## src/rtl/assert_macros.svh

```systemverilog
// Assertion macros shared by the key-value table RTL.
`ifndef ASSERT_MACROS_SVH
`define ASSERT_MACROS_SVH

// Checked on every rising clock edge outside reset.
`define KVT_ASSERT(lbl, prop, msg) \
	lbl: assert property (@(posedge clk) disable iff (!arst_n) (prop)) else $error(msg);

// Checked on every rising clock edge, reset included.
`define KVT_ASSERT_ALWAYS(lbl, prop, msg) \
	lbl: assert property (@(posedge clk) (prop)) else $error(msg);

`endif

```

## src/rtl/kvt_pkg.sv

```systemverilog
// Types and constants shared by the key-value table modules.
`default_nettype none

package kvt_pkg;

	localparam int KIND_W   = 2;
	localparam int KEY_W    = 16;
	localparam int VAL_W    = 32;
	localparam int STATUS_W = 2;
	localparam int COUNT_W  = 5;

	localparam logic [KIND_W-1:0] KIND_SET = 2'd0;
	localparam logic [KIND_W-1:0] KIND_GET = 2'd1;
	localparam logic [KIND_W-1:0] KIND_DEL = 2'd2;

	localparam logic [STATUS_W-1:0] STATUS_OK     = 2'd0;
	localparam logic [STATUS_W-1:0] STATUS_FULL   = 2'd1;
	localparam logic [STATUS_W-1:0] STATUS_ABSENT = 2'd2;

	typedef struct packed {
		logic             valid;
		logic [KEY_W-1:0] key;
		logic [VAL_W-1:0] value;
	} slot_t;

	typedef struct packed {
		logic clear;
		logic load;
		logic scan;
		logic apply;
	} kvt_cmd_t;

	typedef struct packed {
		logic last;
		logic out_busy;
	} kvt_sts_t;

endpackage

`default_nettype wire

```

## src/rtl/kvt_ctrl.sv

```systemverilog
// Controller state machine for the key-value table: clear, scan and update sequencing.
`default_nettype none

module kvt_ctrl (
	input  wire logic             clk,
	input  wire logic             arst_n,
	input  wire logic             in_valid,
	output logic                  in_ready,
	input  wire kvt_pkg::kvt_sts_t sts,
	output kvt_pkg::kvt_cmd_t      cmd
);
	import kvt_pkg::*;

	typedef enum logic [4:0] {
		ST_CLEAR = 5'b00001,
		ST_IDLE  = 5'b00010,
		ST_SCAN  = 5'b00100,
		ST_WAIT  = 5'b01000,
		ST_APPLY = 5'b10000
	} state_t;

	state_t state_q;
	state_t state_next;

	always_comb begin
		state_next = state_q;
		cmd        = '0;
		case (state_q)
			ST_CLEAR: begin
				cmd.clear = 1'b1;
				if (sts.last) begin
					state_next = ST_IDLE;
				end
			end
			ST_IDLE: begin
				if (in_valid) begin
					cmd.load   = 1'b1;
					state_next = ST_SCAN;
				end
			end
			ST_SCAN: begin
				cmd.scan = 1'b1;
				if (sts.last) begin
					state_next = ST_WAIT;
				end
			end
			ST_WAIT: begin
				// The last slot read is compared during this cycle.
				state_next = ST_APPLY;
			end
			ST_APPLY: begin
				if (!sts.out_busy) begin
					cmd.apply  = 1'b1;
					state_next = ST_IDLE;
				end
			end
			default: begin
				state_next = ST_CLEAR;
			end
		endcase
	end

	always_ff @(posedge clk or negedge arst_n) begin
		if (!arst_n) begin
			state_q <= ST_CLEAR;
		end else begin
			state_q <= state_next;
		end
	end

	assign in_ready = (state_q == ST_IDLE);

endmodule

`default_nettype wire

```

## src/rtl/kvt_dpath.sv

```systemverilog
// Datapath of the key-value table: slot memory, scan compare, entry count and result register.
`default_nettype none

module kvt_dpath #(
	parameter int ENTRIES = 16
) (
	input  wire logic                           clk,
	input  wire logic                           arst_n,
	input  wire kvt_pkg::kvt_cmd_t              cmd,
	output kvt_pkg::kvt_sts_t                   sts,
	input  wire logic [kvt_pkg::KIND_W-1:0]     kind,
	input  wire logic [kvt_pkg::KEY_W-1:0]      key,
	input  wire logic [kvt_pkg::VAL_W-1:0]      write_value,
	output logic                                out_valid,
	input  wire logic                           out_ready,
	output logic [kvt_pkg::STATUS_W-1:0]        status,
	output logic [kvt_pkg::VAL_W-1:0]           read_value,
	output logic [kvt_pkg::COUNT_W-1:0]         entry_count
);
	import kvt_pkg::*;

	localparam int IDX_W = (ENTRIES > 1) ? $clog2(ENTRIES) : 1;
	localparam int CNT_W = $clog2(ENTRIES + 1);
	localparam logic [IDX_W-1:0] LAST_IDX = IDX_W'(ENTRIES - 1);

	slot_t mem [ENTRIES];

	// Request registers.
	logic [KIND_W-1:0] kind_q;
	logic [KEY_W-1:0]  key_q;
	logic [VAL_W-1:0]  value_q;

	// Scan address and the slot read registered from it in the cycle after.
	logic [IDX_W-1:0] idx_q;
	logic [IDX_W-1:0] idx_s1;
	slot_t            rd_s1;
	logic             vld_s1;

	// Scan results.
	logic             hit_q;
	logic [IDX_W-1:0] hit_idx_q;
	logic [VAL_W-1:0] hit_val_q;
	logic             free_q;
	logic [IDX_W-1:0] free_idx_q;

	logic [CNT_W-1:0] cnt_q;

	// Result register.
	logic                out_valid_q;
	logic [STATUS_W-1:0] status_q;
	logic [VAL_W-1:0]    read_value_q;
	logic [COUNT_W-1:0]  entry_count_q;

	logic                key_hit;
	logic                slot_free;
	logic                wr_en;
	logic [IDX_W-1:0]    wr_addr;
	slot_t               wr_data;
	logic [CNT_W-1:0]    cnt_next;
	logic [STATUS_W-1:0] res_status;
	logic [VAL_W-1:0]    res_value;

	assign key_hit   = vld_s1 && rd_s1.valid && (rd_s1.key == key_q);
	assign slot_free = vld_s1 && !rd_s1.valid;

	// Memory write and result: clears slots while clearing, else decides once the table has been scanned.
	always_comb begin
		wr_en      = 1'b0;
		wr_addr    = hit_idx_q;
		wr_data    = '{valid: 1'b1, key: key_q, value: value_q};
		cnt_next   = cnt_q;
		res_status = STATUS_OK;
		res_value  = '0;
		if (cmd.clear) begin
			wr_en   = 1'b1;
			wr_addr = idx_q;
			wr_data = '0;
		end else if (cmd.apply) begin
			case (kind_q)
				KIND_SET: begin
					if (hit_q) begin
						wr_en = 1'b1;
					end else if (free_q) begin
						wr_en    = 1'b1;
						wr_addr  = free_idx_q;
						cnt_next = cnt_q + CNT_W'(1);
					end else begin
						res_status = STATUS_FULL;
					end
				end
				KIND_GET: begin
					if (hit_q) begin
						res_value = hit_val_q;
					end else begin
						res_status = STATUS_ABSENT;
					end
				end
				KIND_DEL: begin
					if (hit_q) begin
						wr_en    = 1'b1;
						wr_data  = '{valid: 1'b0, key: key_q, value: hit_val_q};
						cnt_next = cnt_q - CNT_W'(1);
					end else begin
						res_status = STATUS_ABSENT;
					end
				end
				default: begin
					res_status = STATUS_OK;
				end
			endcase
		end
	end

	always_ff @(posedge clk) begin
		if (wr_en) begin
			mem[wr_addr] <= wr_data;
		end
		if (cmd.scan) begin
			rd_s1  <= mem[idx_q];
			idx_s1 <= idx_q;
		end
		if (cmd.load) begin
			kind_q  <= kind;
			key_q   <= key;
			value_q <= write_value;
		end
		if (key_hit && !hit_q) begin
			hit_idx_q <= idx_s1;
			hit_val_q <= rd_s1.value;
		end
		if (slot_free && !free_q) begin
			free_idx_q <= idx_s1;
		end
		if (cmd.apply) begin
			status_q      <= res_status;
			read_value_q  <= res_value;
			entry_count_q <= COUNT_W'(cnt_next);
		end
	end

	always_ff @(posedge clk or negedge arst_n) begin
		if (!arst_n) begin
			idx_q       <= '0;
			vld_s1      <= 1'b0;
			hit_q       <= 1'b0;
			free_q      <= 1'b0;
			cnt_q       <= '0;
			out_valid_q <= 1'b0;
		end else begin
			vld_s1 <= cmd.scan;
			if (cmd.load) begin
				idx_q <= '0;
			end else if (cmd.clear || cmd.scan) begin
				idx_q <= (idx_q == LAST_IDX) ? '0 : idx_q + IDX_W'(1);
			end
			// Only the lowest-numbered matching and free slots are kept.
			if (cmd.load) begin
				hit_q  <= 1'b0;
				free_q <= 1'b0;
			end else begin
				if (key_hit) begin
					hit_q <= 1'b1;
				end
				if (slot_free) begin
					free_q <= 1'b1;
				end
			end
			cnt_q <= cnt_next;
			if (cmd.apply) begin
				out_valid_q <= 1'b1;
			end else if (out_ready) begin
				out_valid_q <= 1'b0;
			end
		end
	end

	assign sts.last     = (idx_q == LAST_IDX);
	assign sts.out_busy = out_valid_q && !out_ready;

	assign out_valid   = out_valid_q;
	assign status      = status_q;
	assign read_value  = read_value_q;
	assign entry_count = entry_count_q;

endmodule

`default_nettype wire

```

## src/rtl/key_value_table_core.sv

```systemverilog
// Top level of the key-value table: controller, datapath and checks.
// A request reads one slot per cycle from the slot memory during its scan; its
// result is then decided in an update step that waits while the previous result
// is still not taken, and the next request is taken only after that update step.
// After reset the slot memory is cleared one slot per cycle with in_ready low; the
// internal entry count resets to zero, and entry_count is first loaded by an update step.
`default_nettype none
`include "assert_macros.svh"

module key_value_table_core #(
	parameter int ENTRIES = 16
) (
	input  wire logic                       clk,
	input  wire logic                       arst_n,
	input  wire logic                       in_valid,
	output logic                            in_ready,
	input  wire logic [kvt_pkg::KIND_W-1:0] kind,
	input  wire logic [kvt_pkg::KEY_W-1:0]  key,
	input  wire logic [kvt_pkg::VAL_W-1:0]  write_value,
	output logic                            out_valid,
	input  wire logic                       out_ready,
	output logic [kvt_pkg::STATUS_W-1:0]    status,
	output logic [kvt_pkg::VAL_W-1:0]       read_value,
	output logic [kvt_pkg::COUNT_W-1:0]     entry_count
);
	import kvt_pkg::*;

	kvt_cmd_t cmd;
	kvt_sts_t sts;

	kvt_ctrl u_ctrl (
		.clk      (clk),
		.arst_n   (arst_n),
		.in_valid (in_valid),
		.in_ready (in_ready),
		.sts      (sts),
		.cmd      (cmd)
	);

	kvt_dpath #(
		.ENTRIES (ENTRIES)
	) u_dpath (
		.clk         (clk),
		.arst_n      (arst_n),
		.cmd         (cmd),
		.sts         (sts),
		.kind        (kind),
		.key         (key),
		.write_value (write_value),
		.out_valid   (out_valid),
		.out_ready   (out_ready),
		.status      (status),
		.read_value  (read_value),
		.entry_count (entry_count)
	);

	`KVT_ASSERT(a_cmd_onehot0, $onehot0({cmd.clear, cmd.load, cmd.scan, cmd.apply}), "more than one datapath command")
	`KVT_ASSERT(a_transfer_starts_scan, (in_valid && in_ready) |=> cmd.scan, "input transfer not followed by a scan")
	`KVT_ASSERT(a_apply_not_busy, cmd.apply |-> !sts.out_busy, "result overwritten before its transfer")
	`KVT_ASSERT(a_out_from_apply, $rose(out_valid) |-> $past(cmd.apply), "result shown without an update step")

endmodule

`default_nettype wire
```

## config.mk

```make
export PLATFORM = sky130hd
export DESIGN_NAME = key_value_table_core
export DESIGN_NICKNAME = d
export VERILOG_FILES = /design/src/rtl/kvt_pkg.sv /design/src/rtl/kvt_ctrl.sv /design/src/rtl/kvt_dpath.sv /design/src/rtl/key_value_table_core.sv
export VERILOG_INCLUDE_DIRS = /design/src /design/src/rtl
export SDC_FILE = /design/constraint.sdc
export NUM_CORES = 1
export LEC_CHECK = 0
export ABC_AREA = 0
export BUFFER_PORTS_ARGS = -buffer_cell sky130_fd_sc_hd__buf_2
export CAP_MARGIN = 20
export CORE_ASPECT_RATIO = 1.2
export CORE_UTILIZATION = 50
export CTS_CLUSTER_SIZE = 40
export DETAILED_ROUTE_END_ITERATION = 8
export GPL_ROUTABILITY_DRIVEN = 0
export HOLD_SLACK_MARGIN = 0.15
export PLACE_DENSITY_LB_ADDON = 0.1
export SYNTH_ARGS = -nofsm -noshare
export SYNTH_HDL_FRONTEND = slang
export SYNTH_SLANG_ARGS = --single-unit
```

## constraint.sdc

```tcl
create_clock -name clk -period 7 [get_ports clk]
set_input_delay 2.1 -clock clk [delete_from_list [all_inputs] [get_ports clk]]
set_output_delay 2.1 -clock clk [all_outputs]
set_load 0.03 [all_outputs]
```

* Word-level counts from Yosys, hierarchy flattened
Memories as Yosys holds them, arrays and structs flattened. A register that Yosys moved wholly into a read port is not among the register bits.
Cells that the tools add are included.
Widths: inputs -> output; s select.
** Word-level totals
- Flip-flop bits (word level) :: 151
- RAM bits :: 784
- Logic and storage cells :: 102
- Memories kept :: 1
** Operators by class
- $add $sub $neg :: 3
- Equal/unequal tests :: 13
- Mux-type cells :: 47
- Bitwise gates (word level) :: 2
- Reduce and logical (&&, ||, !) cells :: 19
** Memory list
- u_dpath.mem :: words 16, bits a word 49, read ports 1, clocked after memory_dff 1, wr ports 1, line kvt_dpath.sv:26 : slot_t mem [ENTRIES];
** Operators by type and width (count)
- $mux 49 :: 4
- $mux 5 :: 9
- $mux 4 :: 8
- $pmux 5 s5 :: 1
- $mux 1 :: 20
- $eq 16x16->1 :: 1
- $pmux 5 s2 :: 1
- $ne 2x2->1 const B :: 4
- $reduce_bool 2->1 :: 4
- $logic_and 1x1->1 :: 6
- $add 5x1->5 const B :: 1
- $eq 5x1->1 const B :: 1
- $eq 5x2->1 const B :: 1
- $eq 5x3->1 const B :: 1
- $eq 5x4->1 const B :: 1
- $eq 5x5->1 const B :: 1
- $sub 5x1->5 const B :: 1
- $add 4x1->4 const B :: 1
- $eq 4x4->1 const B :: 1
- $logic_not 1->1 :: 4
- $mux 2 :: 2
- $pmux 2 s2 :: 1
- $reduce_and 4->1 :: 1
- $reduce_or 3->1 :: 1
- 7 further kinds :: 8

* Longest topological paths before layout
Gate-level depths: netlist of the first run.
- Depth after elaboration :: 8
- Mapped depth :: 8
- Mapped depth without buffers :: 7

* Modules after synthesis
From an unflattened synthesis of the first run, not the netlist that was laid out.
** Unflattened totals
- Cell total of the unflattened synthesis :: 1635
- Area total of the unflattened synthesis :: 37517.2 µm²
** Modules (own cells, without submodules)
- kvt_dpath :: instances 1, cells each 1598, area an instance 37170.6 µm²
- kvt_ctrl :: instances 1, cells each 37, area an instance 346.6 µm²

* Least setup slack after synthesis of the first run
Ideal clock, no wire load.
- Path kind :: input -> register
- Start :: input port out_ready
- End :: memory u_dpath.mem[13][0] (netlist bit) (enable)
- Library setup time :: 456 ps
- Arrival time :: 5488 ps
- Required time :: 6544 ps
- Slack :: 1056 ps
- Stages :: 5
- Path through :: nand2b_1 -> nand4_1 -> mux2_2 -> or4_1 -> nor2_1
** On the way
- Cells in the longest elaborated chain, start to end :: 8
- Elaborated cells between the ends (all ways) :: 10
** RTL lines
- from (decl) :: line key_value_table_core.sv:21 : input wire logic out_ready,
- $logic_not 1->1 (*) :: line kvt_dpath.sv:178 : assign sts.out_busy = out_valid_q && !out_ready;
- $logic_and 1x1->1 (*) :: line kvt_dpath.sv:178
- $mux 1 (*) :: line kvt_ctrl.sv:52 : if (!sts.out_busy) begin
- $mux 1 (*) :: line kvt_ctrl.sv:28 : case (state_q)
- $mux 1 :: line kvt_dpath.sv:78 : end else if (cmd.apply) begin
- $mux 1 :: line kvt_dpath.sv:74 : if (cmd.clear) begin
- $mux 1 :: line kvt_dpath.sv:115 : if (wr_en) begin
- $mux 1 (implied by the code) :: line kvt_dpath.sv:116 : mem[wr_addr] <= wr_data;
- to (decl) :: line kvt_dpath.sv:26
Mark *: on every way between the ends. The rest lies on a longest branch, timed or not.

* Worst setup path after layout of the first run
- Start :: input port out_ready
- End :: memory u_dpath.mem[10][19] (netlist bit) (enable)
The elaborated chain is that of the path after synthesis.

==> summary.md, run 1 <==
| Metric | Value |
|---|---|
| Initial Util | 0.506 |
| CP arrival | a little under 5 ns |
| Clk Latency, worst-skew pair | 0.66 ns |
| Most common cell after layout, fill and taps aside | edfxtp_1 |
| Root Driver | clkbuf_16 |
| Fin crit period | 4.68 ns |
| Synth area leader | edfxtp_1 |
| GRT Overall Usage | 0.218 |
| FF+latch count, synth | 984 |
| Final setup fails | 0 |
| Clock sinks | a little under 1k |
| Final ANT Viol Nets | 0 |
| Die H | around 300 um |
| Clock share of power | 0.270 |
| Post-synth EDFFs | ~970 |
| DR WL/cell | 28.3 um |
| CP max-delay cell | nor2_4 |
| Sequential area share after synthesis | 0.790 |
| Max Cap Viol | 0 |
| DP Wirelength | ~43 mm |
| H-Tree Depth | 3 |
| Worst-Margin Slew | just over 1 ns |
| Hold WS | approximately 0.42 ns |
| Most frequent cells in the layout | 966 x edfxtp_1, 245 x mux4_2, 96 x clkbuf_16 |
| Setup bufs post-CTS | 0 |
| Sw power | around 5200 uW |
| TritonCTS buffer count | 96 |
| CP Max Fanout | 17 |
| Final nets | 1,836 |
| Share of the synthesized area in the top cell type | 0.777 |
| Iter 0 DRT Violations | between 1.5k and 2k |
| Area contributors post-synth | edfxtp_1 78%, mux4_2 15%, dfrtp_1 1.1% |
| Fillcell total | 5,370 |
| Vias in the first global route | between 15k and 20k |
| Post-synth top flop | edfxtp_1 |
| Fin. max-slew vios | 0 |
| Avg Synthesized Cell Area | ~23 um2 |
| Clk buf depth | 3 |
| Final hold vios | 0 |
| Drt via density | roughly 5.9 |
| Core Area | about 74,000 um2 |
| WP data required | ~7.3 ns |
| Ys async rst share | 0.0183 |
| DRT Pass-1 Iters | 5 |
| Die width | 251 um |
| Origin of the critical flop-to-flop path | u_dpath.kind_q[1] |
| Area occupied by multi-input gates | between 7000 and 8000 um2 |
| Startpoint types | input pin |
| CP Launch Point | out_ready |
| Initial antenna violation count | 2 |
| Crit share post-route | 0.668 |
| Distinct cells, synth | between 50 and 60 |
| Core Util, Final | 0.572 |
| WS Path Type | input pin to flop |
| VDD IR max | approximately 0.31 mV |
| Power Density | around 430 nW/um2 |
| Int Pwr | 13,000 uW |
| Setup TNS Final | 0 ns |
| CTS tree | done |
| Min-delay src | u_dpath.rd_s1[8] |
| First-pass GRT wire length | ~120 mm |
| Outcome | finished clean |
| FF/Latch Area | 29,500 um2 |
| WL final | roughly 81 mm |
| Cells after Synth | about 1.6k |
| Congestion Overflow GR | 0 |
| Row cnt | ~110 |
| Synthesized cell area | 37,300 um2 |
| Total power | between 15,000 and 20,000 uW |
| Sequential power share | 0.469 |
| Post-CTS resize count | 0 |
| Yosys warns | 0 |
| Fmax | approximately 210 MHz |
| Hold WC Path Type | flop to flop |
| DRC Markers | 0 |
| Crit path capture type | flop |
| CP cell instances | buf_2 > nand2b_1 > nand3_1 > o31ai_1 > nand4_1 > nor2_4 > buf_4 |
| Leak Pwr | about 0.014 uW |
| Critical path's largest stage delay | about 0.76 ns |
| Share of layout cells above drive strength 1 | 0.291 |
| # port buffers | 94 |
| # IOs | 95 |
| Combinational share of power | 0.261 |
| Vias | about 17k |
| CTS clk-pin slew, worst paths | 0.06 ns |
| Syn_nets | 1,684 |
| RSZ-0062 raised after global routing | no |
| Slew HR | 0.312 |
| Hold_buf cts | 0 |
| Switching fraction of total power | 0.286 |
| Pin count of the biggest net entering global routing | 116 |
| DIE AREA | 75,700 um2 |
| P&R area growth vs syn | 13.2% |
| Layout Skew | around 0.015 ns |
routing by layer:
metal / global-route usage / part of all wire / up-vias
met5: 0 / 0 / -
met4: 0.0600 / 0.017 / 0
met3: 0.0358 / 0.059 / 95
met2: 0.360 / 0.51 / 557
met1: 0.303 / 0.42 / 9119
li1: - / - / 7122
area by class of cell:
| type | count | area share |
|---|---|---|
| Sequential cell | 984 | 0.698 |
| Multi-Input combinational cell | 543 | 0.180 |
| Clock buffer | 116 | 0.0587 |
| Tap cell | 999 | 0.0296 |
| Timing Repair Buffer | 135 | 0.0213 |
| Clock inverter | 55 | 0.0113 |
| Inverter | 15 | 0.00139 |
| Antenna cell | 1 | 0.0000593 |
state kept, by name, summed over array words and instances, names as in the netlist:
signal               cells
u_dpath.hit_idx_q        4
u_dpath.free_idx_q       4
u_dpath.out_valid        1
u_dpath.mem            784
u_dpath.entry_count      5
u_dpath.key_q           16
u_dpath.idx_q            4
u_dpath.status           2
u_ctrl.state_q           5
u_dpath.cnt_q            5
u_dpath.idx_s1           4
u_dpath.free_q           1
u_dpath.hit_q            1
u_dpath.read_value      32
u_dpath.hit_val_q       32
u_dpath.kind_q           2
u_dpath.vld_s1           1
u_dpath.value_q         32
u_dpath.rd_s1           49
metrics by stage:
step / setup WS [ns] / area [um2] / instances
final: 2.32 / 42200 / 2848
after global routing: 2.17 / 42200 / 2847
after CTS: 2.39 / 42200 / 2846
after detailed placement: 1.72 / 39200 / 2675
after global placement: 1.78 / 39200 / 2675
after floorplan: 1.06 / 37300 / 1623
worst paths after layout:
kind,to,slack (ns),depth (start not counted)
setup / recovery,u_dpath.mem[10][19],2.32,7
hold / removal,u_dpath.hit_val_q[8],0.42,0
setup reg to reg,u_dpath.mem[10][19],2.81,8
max in group asynchronous,u_dpath.idx_q[1],5.26,1
hold reg to reg,u_dpath.hit_val_q[8],0.42,0
min in group asynchronous,u_dpath.idx_q[2],1.39,1
logic make-up (layout without fill, tap and decap cells):
| logic type | count (synthesis) | after routing | share of synthesized area |
|---|---|---|---|
| xor gates and xnor gates | 18 | 18 | 0.00423 |
| AOI/OAI and AO/OA | 55 | 55 | 0.0108 |
| adders and majority gates | 7 | 7 | 0.00235 |
| buffers and inverters | 96 | 321 | 0.0103 |
| other | 0 | 1 | 0 |
| DFF | 984 | 984 | 0.790 |
| and+or+nand+nor | 183 | 183 | 0.0256 |
| muxes | 280 | 280 | 0.157 |
power groups by stage:
| stage | Clock (uW) | Combinational (uW) | Sequential [uW] |
|---|---|---|---|
| after floorplan | 0 | 3300 | 8490 |
| after global placement | 0 | 4810 | 8600 |
| after detailed placement | 0 | 4840 | 8650 |
| after CTS | 5010 | 4860 | 8540 |
| after global routing | 5220 | 5060 | 8610 |
| final | 4910 | 4730 | 8520 |
critical path: cells and delay by family:
family                 cells  cell delay [ns]
and+or+nand+nor            4             1.75
AOI/OAI and AO/OA          1             0.49
buffers and inverters      2             0.60
cell usage after synthesis (all sizes together), types with 2 or more instances:
library cell    n
clkbuf         52
o221ai          3
and3            3
dfrtp          17
buf            29
a21o            3
o21ai           6
nand2          19
a21boi          2
nand4           5
ha              7
mux4          245
or2             2
xnor2           9
o31ai           3
a211o           2
nor2b           4
nand2b          4
a211oi          3
o41ai           3
a21oi          12
and2           51
or4             3
or3             4
nand3           5
a221o           3
o41a            2
xor2            9
inv            14
o21a            2
mux2i          34
nor2           62
nor4            6
edfxtp        966
nor3            8
nor3b           2
(Power assumes the default switching activity.)
==> run 2: changes to the inputs <==
Clock period 7 ns to 4.6 ns, I/O delays scaled along.
==> summary.md, run 2 (synthesis results as in run 1) <==
| Metric | Value |
|---|---|
| Outcome | finished clean |
| Number of diodes | 0 |
| Setup WS post-layout | approximately 1 ns |
| Area occupied by multi-input gates | about 7600 um2 |
| Critical path's largest stage delay | ~0.55 ns |
| # IOs | 95 |
| Iter 0 DRT Violations | around 1.4k |
| Power Density | between 600 and 700 nW/um2 |
| WP data required | about 5.0 ns |
| Drt via density | 5.82 |
| Fin crit period | roughly 3.6 ns |
| VDD IR max | roughly 0.38 mV |
| TritonCTS buffer count | 96 |
| CP max-delay cell | nor2_4 |
| CP Launch Point | u_dpath.kind_q[0] |
| Final nets | around 1.8k |
| Post-route design area | approximately 43,000 um2 |
| P&R area growth vs syn | 14.4% |
| DRC Markers | 0 |
| Post-CTS resize count | 0 |
| Max reg flops | approximately 780 |
| R2R cell count | 8 |
| Placed cell areas | about 40,000 um2 |
| Most common cell after layout, fill and taps aside | edfxtp_1 |
| Max Cap Viol | 0 |
| Core Area | ~74,000 um2 |
| Die H | ~300 um |
| Slew HR | 0.265 |
| Die width | between 200 and 300 um |
| WL final | 79.7 mm |
| Hold_buf cts | 0 |
| Vias in the first global route | 17.6k |
| Fin. max-slew vios | 0 |
| Biggest regs | u_dpath.mem (784), u_dpath.rd_s1 (49) |
| Final ANT Viol Nets | 0 |
| Most frequent cells in the layout | 966 x edfxtp_1, 245 x mux4_2, 96 x clkbuf_16 |
| # port buffers | between 90 and 100 |
| DRT Pass-1 Iters | 5 |
| CP arrival | ~4 ns |
| Clk Latency, worst-skew pair | about 0.65 ns |
| Clk buf depth | 3 |
| CP Max Fanout | 15 |
| Fillcell total | roughly 5.3k |
| Metal-1 WL | between 30 and 40 mm |
| Worst-Margin Slew | 1.10 ns |
| H-Tree Depth | 3 |
| Share of layout cells above drive strength 1 | 0.303 |
| Vias | about 17k |
| Fmax | approximately 280 MHz |
| Met3 routed WL | slightly above 4 mm |
| Hold path cells | 0 |
| FF/Latch Area | 29,500 um2 |
| Post-Place Setup Slack | 0.571 ns |
| RSZ-0062 raised after global routing | no |
| Crit path capture type | flop |
| WS Path Type | flop to flop |
| DIE AREA | about 76,000 um2 |
| Congestion Overflow GR | 0 |
| Layout Skew | 0.0200 ns |
| WHS Endpoint | u_dpath.hit_val_q[25] |
| CP cell instances | inv_1 > ha_1 > nand3b_1 > o41a_1 > o31ai_1 > nand4_1 > nor2_4 > buf_12 |
| Setup bufs post-CTS | 0 |
| Root Driver | clkbuf_16 |
| DP Wirelength | 42.5 mm |
| CTS tree | done |
| CTS clk-pin slew, worst paths | around 0.06 ns |
| Final hold vios | 0 |
| Min-delay src | u_dpath.rd_s1[25] |
| Origin of the critical flop-to-flop path | u_dpath.kind_q[0] |
| R2R setup slack | between 1 and 1.5 ns |
| Top layer used by detailed routing | met4 |
| Clock sinks | between 900 and 1k |
| Initial antenna violation count | 1 |
| Most flops, register | u_dpath.mem |
| First-pass GRT wire length | ~120 mm |
| Final setup fails | 0 |
| FF-to-FF End | u_dpath.mem[11][22] |
| Startpoint types | flop |
| DR WL met2 | a little over 40 mm |
| Crit share post-route | 0.783 |
| DR WL/cell | ~28 um |
| Pin count of the biggest net entering global routing | 62 |
| Leak Pwr | about 0.014 uW |
| Row cnt | between 100 and 150 |
| Initial Util | 0.506 |
| Hold WC Path Type | flop to flop |
| GRT Overall Usage | 0.217 |
==> run 2: cell types whose count changed in the layout (fill, tap and decap cells not counted), moves of 5 or more <==
| cell | change |
|---|---|
| buf_12 | +20 |
| clkinv_1 | -10 |
| bufinv_16 | +5 |
| clkinv_2 | +11 |
| clkbuf_1 | -5 |
| buf_4 | -14 |
==> run 2: worst max path at each step <==
stage / end / slack (ns) / depth (start not counted)
after floorplan: u_dpath.mem[13][0] / -0.62 / 5
after global placement: u_dpath.mem[10][22] / 0.62 / 7
after detailed placement: u_dpath.mem[10][22] / 0.57 / 7
after CTS: u_dpath.mem[10][22] / 1.03 / 8
after global routing: u_dpath.mem[11][20] / 0.82 / 8
final: u_dpath.mem[11][22] / 1.00 / 8
==> run 2: through the flow <==
stage	instances	setup TNS [ns]	util	hold WS, ns	total power, uW
after floorplan	1623	-253.11	-	0.400	17900
after global placement	2680	0	0.536	0.402	20500
after detailed placement	2680	0	0.536	0.405	20700
after CTS	2855	0	0.578	0.418	28600
after global routing	2856	0	0.578	0.421	29300
final	2856	0	0.578	0.417	28100
==> run 2: worst max-delay path, delay by kind of cell, from the launching register on <==
| family | cells | cell delay (ns) |
|---|---|---|
| flops | 1 | 0.42 |
| simple gates | 3 | 1.31 |
| compound gates | 2 | 0.81 |
| buf+inv | 2 | 0.34 |
| fa+ha+maj | 1 | 0.39 |
==> run 2: cell type report <==
| type | count | area share |
|---|---|---|
| flip-flops and latches | 984 | 0.691 |
| clock buffers | 111 | 0.0576 |
| inverters | 15 | 0.00138 |
| multi-input cells | 543 | 0.178 |
| clock inverters | 64 | 0.0157 |
| well taps | 999 | 0.0293 |
| repair buffers | 140 | 0.0273 |
==> run 2: where the power goes <==
part / switching (uW) / internal (uW)
Combinational: 4020 / 3240
Clock: 3330 / 4520
Sequential: 610 / 12400
Total: 7960 / 20200
==> run 2: routing by layer <==
layer,GRT usage,vias to the layer above
met5,0,-
met4,0.0595,0
met3,0.0363,95
met2,0.366,429
met1,0.295,8989
li1,-,7121
